--- src/rtl/core/itp_pkg.sv ---
// Shared types, character codes and helper functions for the infix to prefix converter.
`default_nettype none

package itp_pkg;

  localparam int unsigned BufferDepthDefault = 64;
  localparam int unsigned StackDepthDefault  = 32;

  localparam logic [7:0] ChDiv   = 8'h2F;  // '/'
  localparam logic [7:0] ChMul   = 8'h2A;  // '*'
  localparam logic [7:0] ChAdd   = 8'h2B;  // '+'
  localparam logic [7:0] ChSub   = 8'h2D;  // '-'
  localparam logic [7:0] ChOpen  = 8'h28;  // '('
  localparam logic [7:0] ChClose = 8'h29;  // ')'

  localparam logic [1:0] RankLow = 2'd0;
  localparam logic [1:0] RankAdd = 2'd1;
  localparam logic [1:0] RankMul = 2'd2;

  typedef struct packed {
    logic [7:0] ch;
    logic       final_char;
  } in_t;

  typedef struct packed {
    logic [7:0] out_char;
    logic       last_out;
    logic       error;
  } out_t;

  // Commands from the controller to the datapath.
  typedef struct packed {
    logic latch;       // capture the input transaction
    logic append_ch;   // append the held character to the output buffer
    logic push_ch;     // push the held character onto the operator stack
    logic st_read;     // read the stack top into the read register
    logic pop;         // drop the stack top
    logic append_top;  // append the read stack entry to the output buffer
    logic set_err;     // record an error
    logic buf_read;    // read the newest buffer entry and shrink the buffer
    logic set_empty;   // the result is the single empty-output transaction
    logic clear;       // end of expression: clear error and empty marks
  } cmd_t;

  // Status from the datapath to the controller.
  typedef struct packed {
    logic is_operand;
    logic is_open;
    logic is_close;
    logic fin;
    logic st_empty;
    logic top_is_close;
    logic top_outranks;
    logic ob_empty;
  } sts_t;

  function automatic logic [1:0] rank_of(input logic [7:0] c);
    logic [1:0] r;
    if (c == ChMul || c == ChDiv) begin
      r = RankMul;
    end else if (c == ChAdd || c == ChSub) begin
      r = RankAdd;
    end else begin
      r = RankLow;
    end
    return r;
  endfunction

  function automatic logic is_operand(input logic [7:0] c);
    return ((c >= 8'h61) && (c <= 8'h7A)) || ((c >= 8'h41) && (c <= 8'h5A)) ||
           ((c >= 8'h30) && (c <= 8'h39));
  endfunction

endpackage

`default_nettype wire

--- src/rtl/core/itp_dp.sv ---
// Datapath of the converter: operator stack, output buffer, counters and result payload.
`default_nettype none

module itp_dp #(
  parameter int unsigned BUFFER_DEPTH = itp_pkg::BufferDepthDefault,
  parameter int unsigned STACK_DEPTH  = itp_pkg::StackDepthDefault
) (
  input  wire logic          clk_i,
  input  wire logic          rst_ni,
  input  wire itp_pkg::in_t  in_data_i,
  input  wire itp_pkg::cmd_t cmd_i,
  output itp_pkg::sts_t      sts_o,
  output itp_pkg::out_t      out_data_o
);

  localparam int unsigned SAW = $clog2(STACK_DEPTH);
  localparam int unsigned SCW = $clog2(STACK_DEPTH + 1);
  localparam int unsigned BAW = $clog2(BUFFER_DEPTH);
  localparam int unsigned BCW = $clog2(BUFFER_DEPTH + 1);

  logic [7:0]     st_mem [STACK_DEPTH];
  logic [7:0]     ob_mem [BUFFER_DEPTH];

  logic [7:0]     ch_q;
  logic           fin_q;
  logic [7:0]     st_rd_q;
  logic [7:0]     ob_rd_q;
  logic [SCW-1:0] st_cnt_q, st_cnt_d;
  logic [BCW-1:0] ob_cnt_q, ob_cnt_d;
  logic           err_q, err_d;
  logic           empty_q, empty_d;

  logic [SCW-1:0] st_top;
  logic [BCW-1:0] ob_top;
  logic           st_full;
  logic           ob_full;
  logic           do_append;
  logic [7:0]     append_val;
  logic           do_push;

  assign st_top  = st_cnt_q - SCW'(1);
  assign ob_top  = ob_cnt_q - BCW'(1);
  assign st_full = (st_cnt_q >= SCW'(STACK_DEPTH));
  assign ob_full = (ob_cnt_q >= BCW'(BUFFER_DEPTH));

  assign do_append  = cmd_i.append_ch || cmd_i.append_top;
  assign append_val = cmd_i.append_top ? st_rd_q : ch_q;
  assign do_push    = cmd_i.push_ch && !st_full;

  always_ff @(posedge clk_i) begin
    if (cmd_i.latch) begin
      ch_q  <= in_data_i.ch;
      fin_q <= in_data_i.final_char;
    end
    if (do_push) begin
      st_mem[st_cnt_q[SAW-1:0]] <= ch_q;
    end
    if (cmd_i.st_read) begin
      st_rd_q <= st_mem[st_top[SAW-1:0]];
    end
    if (do_append && !ob_full) begin
      ob_mem[ob_cnt_q[BAW-1:0]] <= append_val;
    end
    if (cmd_i.buf_read) begin
      ob_rd_q <= ob_mem[ob_top[BAW-1:0]];
    end
  end

  always_comb begin
    st_cnt_d = st_cnt_q;
    ob_cnt_d = ob_cnt_q;
    err_d    = err_q;
    empty_d  = empty_q;
    if (do_push) begin
      st_cnt_d = st_cnt_q + SCW'(1);
    end else if (cmd_i.pop) begin
      st_cnt_d = st_top;
    end
    if (do_append && !ob_full) begin
      ob_cnt_d = ob_cnt_q + BCW'(1);
    end else if (cmd_i.buf_read) begin
      ob_cnt_d = ob_top;
    end
    // Overflow on either store drops the character and marks the expression.
    if (cmd_i.set_err || (cmd_i.push_ch && st_full) || (do_append && ob_full)) begin
      err_d = 1'b1;
    end
    if (cmd_i.set_empty) begin
      empty_d = 1'b1;
    end
    if (cmd_i.clear) begin
      err_d   = 1'b0;
      empty_d = 1'b0;
    end
  end

  always_ff @(posedge clk_i or negedge rst_ni) begin
    if (!rst_ni) begin
      st_cnt_q <= '0;
      ob_cnt_q <= '0;
      err_q    <= 1'b0;
      empty_q  <= 1'b0;
    end else begin
      st_cnt_q <= st_cnt_d;
      ob_cnt_q <= ob_cnt_d;
      err_q    <= err_d;
      empty_q  <= empty_d;
    end
  end

  assign sts_o.is_operand   = itp_pkg::is_operand(ch_q);
  assign sts_o.is_open      = (ch_q == itp_pkg::ChOpen);
  assign sts_o.is_close     = (ch_q == itp_pkg::ChClose);
  assign sts_o.fin          = fin_q;
  assign sts_o.st_empty     = (st_cnt_q == '0);
  assign sts_o.top_is_close = (st_rd_q == itp_pkg::ChClose);
  assign sts_o.top_outranks = (itp_pkg::rank_of(ch_q) < itp_pkg::rank_of(st_rd_q));
  assign sts_o.ob_empty     = (ob_cnt_q == '0);

  assign out_data_o.out_char = empty_q ? 8'h00 : ob_rd_q;
  assign out_data_o.last_out = (ob_cnt_q == '0);
  assign out_data_o.error    = err_q;

endmodule

`default_nettype wire

--- src/rtl/core/itp_ctrl.sv ---
// Controller state machine that sequences stack walks, the final flush and the result stream.
`default_nettype none

module itp_ctrl (
  input  wire logic          clk_i,
  input  wire logic          rst_ni,
  input  wire logic          in_valid_i,
  output logic               in_stall_o,
  output logic               out_valid_o,
  input  wire logic          out_stall_i,
  input  wire itp_pkg::sts_t sts_i,
  output itp_pkg::cmd_t      cmd_o
);

  typedef enum logic [2:0] {
    S_IDLE,
    S_DECODE,
    S_READ,
    S_EVAL,
    S_FLUSH_RD,
    S_FLUSH_EV,
    S_EMIT_RD,
    S_EMIT_WAIT
  } state_e;

  state_e state_q, state_d;
  logic   stall_q, stall_d;
  logic   valid_q, valid_d;
  state_e after_char;

  // Once a character is handled, either wait for the next one or close the expression.
  assign after_char = sts_i.fin ? S_FLUSH_RD : S_IDLE;

  always_comb begin
    state_d = state_q;
    valid_d = valid_q;
    cmd_o   = '0;
    unique case (state_q)
      S_IDLE: begin
        if (in_valid_i && !stall_q) begin
          cmd_o.latch = 1'b1;
          state_d     = S_DECODE;
        end
      end
      S_DECODE: begin
        if (sts_i.is_operand) begin
          cmd_o.append_ch = 1'b1;
          state_d         = after_char;
        end else if (sts_i.is_close) begin
          cmd_o.push_ch = 1'b1;
          state_d       = after_char;
        end else begin
          state_d = S_READ;
        end
      end
      S_READ: begin
        if (sts_i.st_empty) begin
          // An opening bracket that finds no closing one is an error.
          if (sts_i.is_open) begin
            cmd_o.set_err = 1'b1;
          end else begin
            cmd_o.push_ch = 1'b1;
          end
          state_d = after_char;
        end else begin
          cmd_o.st_read = 1'b1;
          state_d       = S_EVAL;
        end
      end
      S_EVAL: begin
        if (sts_i.is_open) begin
          cmd_o.pop = 1'b1;
          if (sts_i.top_is_close) begin
            state_d = after_char;
          end else begin
            cmd_o.append_top = 1'b1;
            state_d          = S_READ;
          end
        end else if (sts_i.top_outranks) begin
          cmd_o.pop        = 1'b1;
          cmd_o.append_top = 1'b1;
          state_d          = S_READ;
        end else begin
          cmd_o.push_ch = 1'b1;
          state_d       = after_char;
        end
      end
      S_FLUSH_RD: begin
        if (!sts_i.st_empty) begin
          cmd_o.st_read = 1'b1;
          state_d       = S_FLUSH_EV;
        end else if (sts_i.ob_empty) begin
          cmd_o.set_empty = 1'b1;
          valid_d         = 1'b1;
          state_d         = S_EMIT_WAIT;
        end else begin
          state_d = S_EMIT_RD;
        end
      end
      S_FLUSH_EV: begin
        cmd_o.pop        = 1'b1;
        cmd_o.append_top = 1'b1;
        state_d          = S_FLUSH_RD;
      end
      S_EMIT_RD: begin
        cmd_o.buf_read = 1'b1;
        valid_d        = 1'b1;
        state_d        = S_EMIT_WAIT;
      end
      S_EMIT_WAIT: begin
        if (!out_stall_i) begin
          valid_d = 1'b0;
          if (sts_i.ob_empty) begin
            cmd_o.clear = 1'b1;
            state_d     = S_IDLE;
          end else begin
            state_d = S_EMIT_RD;
          end
        end
      end
      default: begin
        state_d = S_IDLE;
      end
    endcase
    // The input is open only while the controller waits for a character.
    stall_d = (state_d != S_IDLE);
  end

  always_ff @(posedge clk_i or negedge rst_ni) begin
    if (!rst_ni) begin
      state_q <= S_IDLE;
      stall_q <= 1'b0;
      valid_q <= 1'b0;
    end else begin
      state_q <= state_d;
      stall_q <= stall_d;
      valid_q <= valid_d;
    end
  end

  assign in_stall_o  = stall_q;
  assign out_valid_o = valid_q;

endmodule

`default_nettype wire

--- src/rtl/core/infix_to_prefix_converter.sv ---
// Top level of the infix to prefix converter.
//
//   Channel  Direction  Handshake               Payload
//   in       input      in_valid_i / in_stall_o  itp_pkg::in_t  (ch, final_char)
//   out      output     out_valid_o / out_stall_i itp_pkg::out_t (out_char, last_out, error)
//
// An operand or ')' is decoded and then stored directly; any other character walks the stack,
// reading and then evaluating each entry inspected, with one more read if the walk reaches an
// empty stack (the stack read port is registered). The final character then flushes the stack,
// reading and appending each entry; each result is then read and offered, held by out_stall_i.
// No input transaction is taken while an expression's results are being delivered.
// After reset the block is ready at once; the stores need no clearing pass.
`default_nettype none

module infix_to_prefix_converter #(
  parameter int unsigned BUFFER_DEPTH = itp_pkg::BufferDepthDefault,
  parameter int unsigned STACK_DEPTH  = itp_pkg::StackDepthDefault
) (
  input  wire logic         clk_i,
  input  wire logic         rst_ni,
  input  wire logic         in_valid_i,
  output logic              in_stall_o,
  input  wire itp_pkg::in_t in_data_i,
  output logic              out_valid_o,
  input  wire logic         out_stall_i,
  output itp_pkg::out_t     out_data_o
);

  itp_pkg::cmd_t cmd;
  itp_pkg::sts_t sts;

  itp_ctrl u_ctrl (
    .clk_i       (clk_i),
    .rst_ni      (rst_ni),
    .in_valid_i  (in_valid_i),
    .in_stall_o  (in_stall_o),
    .out_valid_o (out_valid_o),
    .out_stall_i (out_stall_i),
    .sts_i       (sts),
    .cmd_o       (cmd)
  );

  itp_dp #(
    .BUFFER_DEPTH (BUFFER_DEPTH),
    .STACK_DEPTH  (STACK_DEPTH)
  ) u_dp (
    .clk_i      (clk_i),
    .rst_ni     (rst_ni),
    .in_data_i  (in_data_i),
    .cmd_i      (cmd),
    .sts_o      (sts),
    .out_data_o (out_data_o)
  );

endmodule

`default_nettype wire

--- config.mk ---
export PLATFORM = sky130hd
export DESIGN_NAME = infix_to_prefix_converter
export DESIGN_NICKNAME = d
export VERILOG_FILES = /design/src/rtl/core/itp_pkg.sv /design/src/rtl/core/itp_dp.sv /design/src/rtl/core/itp_ctrl.sv /design/src/rtl/core/infix_to_prefix_converter.sv
export SDC_FILE = /design/constraint.sdc
export NUM_CORES = 1
export LEC_CHECK = 0
export BUFFER_PORTS_ARGS = -buffer_cell sky130_fd_sc_hd__buf_2
export CORE_MARGIN = 3
export CORE_UTILIZATION = 48
export DETAILED_ROUTE_END_ITERATION = 8
export PLACE_DENSITY_LB_ADDON = 0.12
export SLEW_MARGIN = 25
export SYNTH_ARGS = -nofsm -noshare
export SYNTH_HDL_FRONTEND = slang
export SYNTH_SLANG_ARGS = --single-unit
--- constraint.sdc ---
create_clock -name clk_i -period 4.75 [get_ports clk_i]
set_input_delay 0.95 -clock clk_i [delete_from_list [all_inputs] [get_ports clk_i]]
set_output_delay 0.95 -clock clk_i [all_outputs]
set_load 0.01 [all_outputs]
---- After elaboration in Yosys (flattened, before gate mapping) ----
Memories as Yosys holds them, arrays and structs flattened. A register that Yosys moved wholly into a read port is not among the register bits.
Index checks and enable logic that the tools add are counted.
W data, S select, Z words.
storage, ports and cells
  bits in registers ....................... 29
  bits in writable memories ............... 768
  bits of input ports ..................... 13
  output and inout bits ................... 12
  word-level logic and storage cells ...... 137
  memories kept ........................... 2
memories
  memory       words  bits a word  read ports  clocked after memory_dff  wr ports  line          RTL
  u_dp.ob_mem  64     8            1           1                         1         itp_dp.sv:22  logic [7:0] ob_mem [BUFFER_DEPTH];
  u_dp.st_mem  32     8            1           1                         1         itp_dp.sv:21  logic [7:0] st_mem [STACK_DEPTH];
operators by class
  $add $sub $neg .......................... 4
  magnitude comparators ................... 9
  equality and inequality tests ........... 21
  multiplexer cells ....................... 61
  reductions and logical operators ........ 31
operators with widths
  operator               number
  $eq A8 B6 Y1 const B   11
  $mux W1                36
  $mux W3                10
  $pmux W3 S8            1
  $ge A8 B7 Y1 const B   2
  $le A8 B7 Y1 const B   2
  $mux W8                2
  $mux W7                2
  $eq A3 B3 Y1 const B   4
  $mux W6                2
  $mux W2                5
  $logic_or A1 B1 Y1     9
  $ge A8 B6 Y1 const B   1
  $le A8 B6 Y1 const B   1
  $logic_and A1 B1 Y1    8
  $reduce_bool A2 Y1     4
  $add A7 B1 Y7 const B  1
  $ge A7 B7 Y1 const B   1
  $logic_not A7 Y1       1
  $sub A7 B1 Y7 const B  1
  $add A6 B1 Y6 const B  1
  $eq A3 B2 Y1 const B   2
  $ge A6 B6 Y1 const B   1
  $logic_not A6 Y1       1
  other kinds (12)       17

---- Logic depth before layout (Yosys ltp) ----
Gate-level depths: netlist of run 1.
  word-level depth ........................ 13
  depth in mapped cells ................... 12
  depth with buffers taken out ............ 10

---- Modules after synthesis ----
From an unflattened synthesis of run 1, not the netlist that was laid out.
second synthesis, totals
  cell total of the unflattened synthesis .. 1,638
  area, all modules ....................... 32,777.7 um2
by module, submodules not included
  module    instances  cells an instance  area each (um2)  seq. area each (um2)
  itp_dp    1          1,573              32,301.0         24,188.2
  itp_ctrl  1          65                 476.7            125.1

---- Worst setup path after synthesis of run 1 ----
OpenSTA, ideal clock, no wires.
  path kind ............................... reg2reg
  from .................................... reg u_dp.st_cnt_q[0]
  to ...................................... reg u_dp.st_rd_q[0], read port of u_dp.st_mem (data pin)
  arrival ................................. 3.527 ns
  required time ........................... 4.490 ns
  setup slack ............................. 0.963 ns
  stages on the path, launching flop included .. 10
  path buffers ............................ 4
  period minus slack after synthesis ...... 3.787 ns
  path through ............................ dfrtp_1 -> clkbuf_1 -> buf_2 -> buf_1 -> inv_1 -> ha_1 -> xnor2_1 -> buf_2 -> mux4_2 -> mux2_2
on the way
  longest elaborated chain between the ends .. 3
  elaborated cells between the ends (all ways) .. 4
RTL lines
  item                                                                   line           RTL
  start: declaration                                                     itp_dp.sv:28   logic [SCW-1:0] st_cnt_q, st_cnt_d;
  start signal: assignment                                               itp_dp.sv:104  st_cnt_q <= st_cnt_d;
  parallel branches: the longest is 3 deep, another holds $sub A6 B1 Y6  -
  end: declaration                                                       itp_dp.sv:26   logic [7:0] st_rd_q;
Several ways; the timed one is not identified.
A chain may end at the register's enable or synchronous reset.

---- Worst setup path after layout of run 1 ----
  from .................................... reg u_dp.st_cnt_q[3]
  to ...................................... mem u_dp.st_mem[26][4], enable pin
on the way
  longest elaborated chain between the ends .. 6
  elaborated cells between the ends (all ways) .. 8
RTL lines
  item                                                                  line
  parallel branches: the longest is 6 deep, another holds $ge A6 B6 Y1  -
  end: declaration                                                      itp_dp.sv:21
Several ways; the timed one is not identified.

==> results of run 1 <==
-- routing by layer --
metal | wire length [um] | vias up
li1 | - | 6672
met2 | 34860 | 603
met1 | 33780 | 8466
met5 | 0 | -
met4 | 1614 | 0
met3 | 5508 | 104
-- registers in the layout, indices dropped and copies added, names as in the netlist, 3 cells and up --
signal          count
u_ctrl.state_q      3
u_dp.ch_q           8
u_dp.ob_cnt_q       7
u_dp.ob_mem       512
u_dp.ob_rd_q        8
u_dp.st_cnt_q       6
u_dp.st_mem       256
u_dp.st_rd_q        8
-- final cells by class --
cell class | instances | area [um2]
fill | 4972 | 29170
sequential | 813 | 24320
multi-input combinational | 596 | 7782
clock buffer | 103 | 2278
tap | 864 | 1081
timing repair buffer | 137 | 1039
clock inverter | 49 | 605.6
inverter | 14 | 52.55
antenna | 2 | 5.005
-- cells in the mapped netlist (2+ instances only) --
| master | number | area, um2 |
|---|---|---|
| or3_1 | 5 | 31.28 |
| nand2_1 | 36 | 135.1 |
| nor4_1 | 15 | 93.84 |
| a21oi_1 | 6 | 30.03 |
| and4_1 | 2 | 17.52 |
| nand3_1 | 16 | 80.08 |
| nor4b_1 | 2 | 17.52 |
| nor3_1 | 60 | 300.3 |
| and3_1 | 3 | 18.77 |
| mux2_2 | 16 | 180.2 |
| nor2_1 | 54 | 202.7 |
| o2bb2ai_1 | 2 | 17.52 |
| nand2b_1 | 5 | 31.28 |
| dfrtp_1 | 20 | 500.5 |
| o21ai_0 | 14 | 70.07 |
| o22ai_1 | 4 | 25.02 |
| nand4_1 | 2 | 12.51 |
| a21o_1 | 2 | 15.01 |
| or2_2 | 2 | 12.51 |
| a41o_1 | 2 | 20.02 |
| o2111a_1 | 2 | 22.52 |
| o31ai_1 | 2 | 15.01 |
| a211oi_1 | 3 | 22.52 |
| ha_1 | 8 | 100.1 |
| xor2_1 | 4 | 35.03 |
| buf_2 | 12 | 60.06 |
| a221oi_1 | 3 | 26.28 |
| a22oi_1 | 17 | 127.6 |
| xnor2_1 | 13 | 113.9 |
| inv_1 | 14 | 52.55 |
| mux4_2 | 240 | 5405 |
| or3b_2 | 3 | 26.28 |
| a31oi_1 | 3 | 18.77 |
| clkbuf_1 | 62 | 232.7 |
| and4b_1 | 2 | 20.02 |
| and2_1 | 5 | 31.28 |
| edfxtp_1 | 793 | 23810 |
| nand3b_1 | 8 | 60.06 |
| o211ai_1 | 3 | 22.52 |
| nor2b_1 | 9 | 56.30 |
| o2111ai_1 | 2 | 17.52 |
| buf_1 | 15 | 56.30 |
-- path summary, 6_finish.rpt --
check | end | slack [ns] | cells after the start
setup / recovery | u_dp.st_mem[26][4] | 0.69 | 7
hold / removal | u_dp.st_cnt_q[2] | 0.31 | 1
setup reg to reg | u_dp.st_mem[26][4] | 0.69 | 7
hold reg to reg | u_dp.err_q | 0.53 | 1
max in group asynchronous | u_dp.ob_cnt_q[0] | 4.02 | 1
min in group clk_i | u_dp.ch_q[2] | 0.51 | 1
-- critical path, stage by stage (launching register included) --
cell and delay, ns:
dfrtp_1 0.59, or3_4 0.51, or3b_1 0.53, o32a_4 0.40
a211oi_2 0.26, buf_4 0.25, nand2_1 0.32, nor2_1 0.82
-- metrics by stage --
stage	std cells	instance area (um2)	worst slack [ns]	util, %
3_5_place_dp	2424	34270	0.7102	51.67
2_1_floorplan	1514	32380	0.9631	-
4_1_cts	2576	37160	0.7017	56.01
6_report	2578	37160	0.6856	56.03
3_3_place_gp	2423	34230	0.7363	51.60
5_1_grt	2576	37160	0.5537	56.02
-- kinds of logic after synthesis --
group	count (synthesis)
AO/OA/AOI/OAI	79
XOR/XNOR	17
adder cells (fa/ha/maj)	8
buffers and inverters	105
flip-flops	813
multiplexers	256
AND/OR/NAND/NOR	236
-- cell usage in the layout, fill, tap and decap left out, types with 8 or more instances in the layout --
master     count
nand2_1       36
nand3_1       16
buf_2         24
nor2_1        53
nand3b_1       8
bufinv_16     13
a22oi_1       17
buf_4        108
o21ai_0       14
xnor2_1        9
clkbuf_16     88
edfxtp_1     793
clkinv_2       9
nor3_1        60
mux4_2       240
nor4_2         9
inv_1         14
mux2_2        13
clkbuf_1      13
dfrtp_1       18
nor2b_1        9
clkinv_1      17
-- report_power, final --
part	switching, uW	internal [uW]	total, uW
combinational	4090	3270	7350
sequential	237	8400	8640
clock	2700	4120	6820
==> results.py, run 1 <==
metrics = {
    "outcome": {
        "run_status": "completed",
    },
    "sta": {
        "hold_violations": 0,
        "rsz0062_at_grt": "false",
        "setup_viol": 0,
        "clock.fmax_ghz": 0.2460,
        "clock_skew_ns": 0.02472,
        "hold_ws_ns": 0.3075,
        "slew_headroom_pct": 25.96,
        "finalMaxSlewViolations": 0,
        "worstMarginPinSlew_ns": 1.105,
        "setup_tns_ns": 0,
        "finalCriticalPeriod_ns": 4.064,
        "fin_crit_sh_pct": 85.57,
    },
    "place": {
        "dp.final_hpwl_um": 46550,
        "place_congestion": 0.7994,
        "io_buffers": 24,
    },
    "flow_run": {
        "drv_cap": 0,
    },
    "worst_setup_path": {
        "worst_setup_path_start_kind": "flip-flop",
        "rr_startpoint": "u_dp.st_cnt_q[3]",
        "cp-startpoint": "u_dp.st_cnt_q[3]",
        "cp.required_ns": 4.99,
        "cp.arrival_ns": 4.30,
        "crit_fanout": 12,
        "worstSetupEndpointType": "flip-flop",
        "critical_path_class": "reg2reg",
    },
    "final_layout": {
        "drive_gt1_share_pct": 31.78,
        "fin_nets": 1667,
        "area_growth_pct": 14.76,
    },
    "clocking": {
        "root_buffer": "clkbuf_16",
        "cts-resized-gates": 0,
        "insertion_delay_ns": 0.62,
        "cts_hold_buf": 0,
        "clock_sinks": 813,
        "htree_levels": 3,
        "cts_tree": "done",
        "clk_pin_slew_worst_paths_ns": 0.06,
        "cts_buffer_depth": 3,
        "postCtsSetupBuffers": 0,
        "cts_buffers": 84,
    },
    "floorplanning": {
        "die_w_um": 265.7,
        "ios": 25,
        "core_area_um2": 66330,
        "die_h_um": 265.7,
        "die_area_um2": 70620,
        "num_rows": 94,
        "start_util_pct": 48.82,
    },
    "global_route": {
        "use_met1_pct": 33.93,
        "met2_usage_pct": 32.22,
        "grtUsageMet3_pct": 4.285,
        "grt.overflow.total": 0,
        "antenna_found_initial": 5,
        "grt_pass1_wl_um": 111900,
        "grtUsageTotal_pct": 21.91,
        "top_usage_layer": "met1",
        "grt_pass1_vias": 15947,
        "grt_max_degree": 99,
    },
    "synth": {
        "yosysUniqueCellTypes": 65,
        "synth_flop_cell": "edfxtp_1",
        "avgSynthCellArea_um2": 21.39,
        "synthXorXnorAreaFrac_pct": 0.4598,
        "synth_mux_area_share_pct": 17.25,
        "yosysWarningCount": 0,
        "synth-compound-area-share_pct": 1.854,
        "syn-num-nets": 1535,
        "synth.yosys.seq_area_share_pct": 75.08,
        "synth_top_family_by_area": "multiplexers",
        "synth-seq-cells": 813,
        "async_reset_ff_share_pct": 2.460,
        "synth_fa_ha_area_share_pct": 0.3091,
        "synth_edf_count": 793,
        "yosys.area_share.simple_pct": 3.755,
        "syn_area_um2": 32380,
        "synthCells": 1514,
    },
    "pwr": {
        "vdd_drop_max_uv": 481.2,
        "power_density_nw_per_um2": 613.7,
        "leakage_uw": 0.01176,
        "finalPower_uw": 22810,
    },
    "detailed_routing": {
        "via_per_inst": 6.146,
        "drtIter0Drc": 1723,
        "ant_nets": 0,
        "avgRoutedWirePerCell_um": 29.38,
        "drcViolationCount": 0,
        "drtPass1Iterations": 7,
        "vias": 15845,
        "drt_wl_total_um": 75750,
    },
    "hold_path": {
        "hp-class": "in2async",
    },
}
Power figures use the tool's default switching activity.
==> inputs of run 2 (changes only) <==
--- a/config.mk
+++ b/config.mk
@@ -13,4 +13,5 @@
 export SLEW_MARGIN = 25
 export SYNTH_ARGS = -nofsm -noshare
 export SYNTH_HDL_FRONTEND = slang
+export SYNTH_HIERARCHICAL = 1
 export SYNTH_SLANG_ARGS = --single-unit
==> results.py, run 2 <==
metrics = {
    "synth": {
        "syn_area_um2": 32780,
        "synth_top_cell_by_area": "edfxtp_1",
        "yosysWarningCount": 6,
        "synth-seq-cells": 813,
        "yosysTopAreaCellShare_pct": 72.65,
        "synth_flop_cell": "edfxtp_1",
        "yosysUniqueCellTypes": 68,
        "synth_most_common_cell": "edfxtp_1",
        "async_reset_ff_share_pct": 2.460,
        "synth.yosys.seq_area_share_pct": 74.18,
        "yosys-top-cells-count": "edfxtp_1, mux4_2, nor2_1",
        "synthCells": 1638,
        "synth_area_leaders": "edfxtp_1, mux4_2, mux2i_1, nor2_1, dfrtp_1",
        "syn-num-nets": 1659,
        "avgSynthCellArea_um2": 20.01,
        "synth_edf_count": 793,
    },
    "detailed_routing": {
        "ant_nets": 0,
        "drt_wl_total_um": 73670,
        "via_per_inst": 5.907,
        "drtPass1Iterations": 5,
        "vias": 15761,
        "drcViolationCount": 0,
        "drtIter0Drc": 1531,
        "avgRoutedWirePerCell_um": 27.61,
    },
    "sta": {
        "slew_headroom_pct": 37.46,
        "fin_crit_sh_pct": 95.34,
        "setup_viol": 0,
        "setup_tns_ns": 0,
        "clock.fmax_ghz": 0.2208,
        "finalMaxSlewViolations": 0,
        "hold_violations": 0,
        "worstMarginPinSlew_ns": 0.9347,
        "rsz0062_at_grt": "true",
        "hold_ws_ns": 0.2889,
        "clock_skew_ns": 0.02995,
        "finalCriticalPeriod_ns": 4.529,
    },
    "floorplanning": {
        "num_rows": 95,
        "die_area_um2": 71460,
        "die_w_um": 267.3,
        "core_area_um2": 67400,
        "start_util_pct": 48.63,
        "die_h_um": 267.3,
        "ios": 25,
    },
    "global_route": {
        "grt.overflow.total": 0,
        "grt_pass1_wl_um": 109600,
        "antenna_found_initial": 1,
        "grtUsageTotal_pct": 21.06,
        "grt_max_degree": 75,
        "grt_pass1_vias": 16333,
    },
    "pwr": {
        "pwr-share-comb_pct": 36.1,
        "finalPower_uw": 24320,
        "p_sw_share_pct": 33.08,
        "pwr-share-seq_pct": 37.2,
        "power_density_nw_per_um2": 661.1,
        "p_clk_share_pct": 26.7,
        "p_switching_uw": 8044,
        "vdd_drop_max_uv": 443.6,
        "leakage_uw": 0.01177,
        "internal_power_uw": 16280,
    },
    "clocking": {
        "clock_sinks": 813,
        "cts-resized-gates": 0,
        "insertion_delay_ns": 0.63,
        "cts_hold_buf": 0,
        "cts_tree": "done",
        "postCtsSetupBuffers": 0,
        "clk_pin_slew_worst_paths_ns": 0.06,
        "cts_buffers": 84,
        "cts_buffer_depth": 3,
        "htree_levels": 3,
        "root_buffer": "clkbuf_16",
    },
    "hold_path": {
        "hp-class": "in2async",
    },
    "place": {
        "placed_cell_area_um2": 34050,
        "place_congestion": 0.8398,
        "io_buffers": 24,
        "dp.final_hpwl_um": 45140,
        "dpl.cell_count": 2515,
    },
    "worst_setup_path": {
        "crit_top_cell": "nor2_1",
        "rr_startpoint": "u_dp/ch_q[7]",
        "cp.required_ns": 4.99,
        "path_cells": "nand4bb_1, nor2_1, and3_1, ha_1, a21oi_1, nor2b_1, nor2_1, o21ai_0, and2_1, nor2_1, or2_2, nor2_1, nand3_1, nor2_1",
        "critical_path_class": "reg2reg",
        "cp_slowest_stage_delay_ns": 0.79,
        "worstSetupEndpointType": "flip-flop",
        "cp.arrival_ns": 4.77,
        "crit_fanout": 8,
        "cp-startpoint": "u_dp/ch_q[7]",
        "worst_setup_path_start_kind": "flip-flop",
        "cp_slowest_cell": "nor2_1",
    },
    "flow_run": {
        "drv_cap": 0,
    },
    "outcome": {
        "run_status": "completed",
    },
    "final_layout": {
        "drive_gt1_share_pct": 24.46,
        "fin_cells": 2668,
        "final_cell_mix": "edfxtp_1, mux4_2, nor2_1",
        "area_growth_pct": 12.23,
        "final_area_um2": 36790,
        "fin_nets": 1749,
        "multiInputGateArea_um2": 7899,
        "largest_reg_flops": 512,
        "seqCellArea_um2": 24320,
        "num_antenna_cells": 0,
        "fillCellCount": 5127,
        "mostFrequentLayoutCell": "edfxtp_1",
    },
}
run 2: final timing paths:
check                                      to  slack [ns]  depth (start not counted)
hold reg to reg             u_ctrl/state_q[2]        0.57                          2
setup reg to reg           u_dp/ob_mem[59][5]        0.22                         14
max in group asynchronous    u_dp/ob_cnt_q[0]        4.03                          1
hold / removal               u_dp/st_cnt_q[3]        0.29                          1
setup / recovery           u_dp/ob_mem[59][5]        0.22                         14
min in group clk_i               u_dp/ch_q[3]        0.50                          1
run 2: logic make-up after synthesis:
kind of cell	share of synthesized area (%)
flops	74.18
simple gates	4.264
mux	16.52
compound gates	2.382
buf+inv	1.821
xor+xnor	0.5344
fa+ha+maj	0.3054
run 2: power groups by stage:
| stage | registers [uW] | logic [uW] | clock network (uW) |
|---|---|---|---|
| CTS | 9040 | 8920 | 6650 |
| global route | 9080 | 9340 | 6950 |
| detailed placement | 9190 | 8890 | 0 |
| floorplan | 8890 | 6400 | 0 |
| finish | 9040 | 8780 | 6500 |
| global placement | 9180 | 8900 | 0 |
run 2: metrics by stage:
stage / setup slack [ns] / utilization (%)
after floorplan: 0.6662 / -
after detailed placement: 0.2063 / 50.53
final: 0.2215 / 54.58
after global placement: 0.2705 / 50.52
after CTS: 0.2079 / 54.58
after global routing: -0.09101 / 54.58
run 2: routing by layer:
| metal | global-route usage [%] | part of all wire (%) |
|---|---|---|
| met5 | 0 | 0.018 |
| met3 | 3.932 | 5.4 |
| met4 | 8.447 | 4.0 |
| met2 | 33.79 | 49 |
| met1 | 28.87 | 42 |
run 2: area by class of cell:
type                            count  share of cell area [%]
Sequential cell                   813                   66.11
Multi-Input combinational cell    725                   21.47
Clock buffer                      109                   6.143
Tap cell                          873                   2.969
Timing Repair Buffer               96                   1.942
Clock inverter                     44                   1.279
Inverter                            8                 0.08163
run 2: critical path: cells and delay by family, from the launching register on:
family / cells / cell delay, ns
fa+ha+maj: 1 / 0.22
flops: 1 / 0.37
simple gates: 11 / 3.25
compound gates: 2 / 0.33
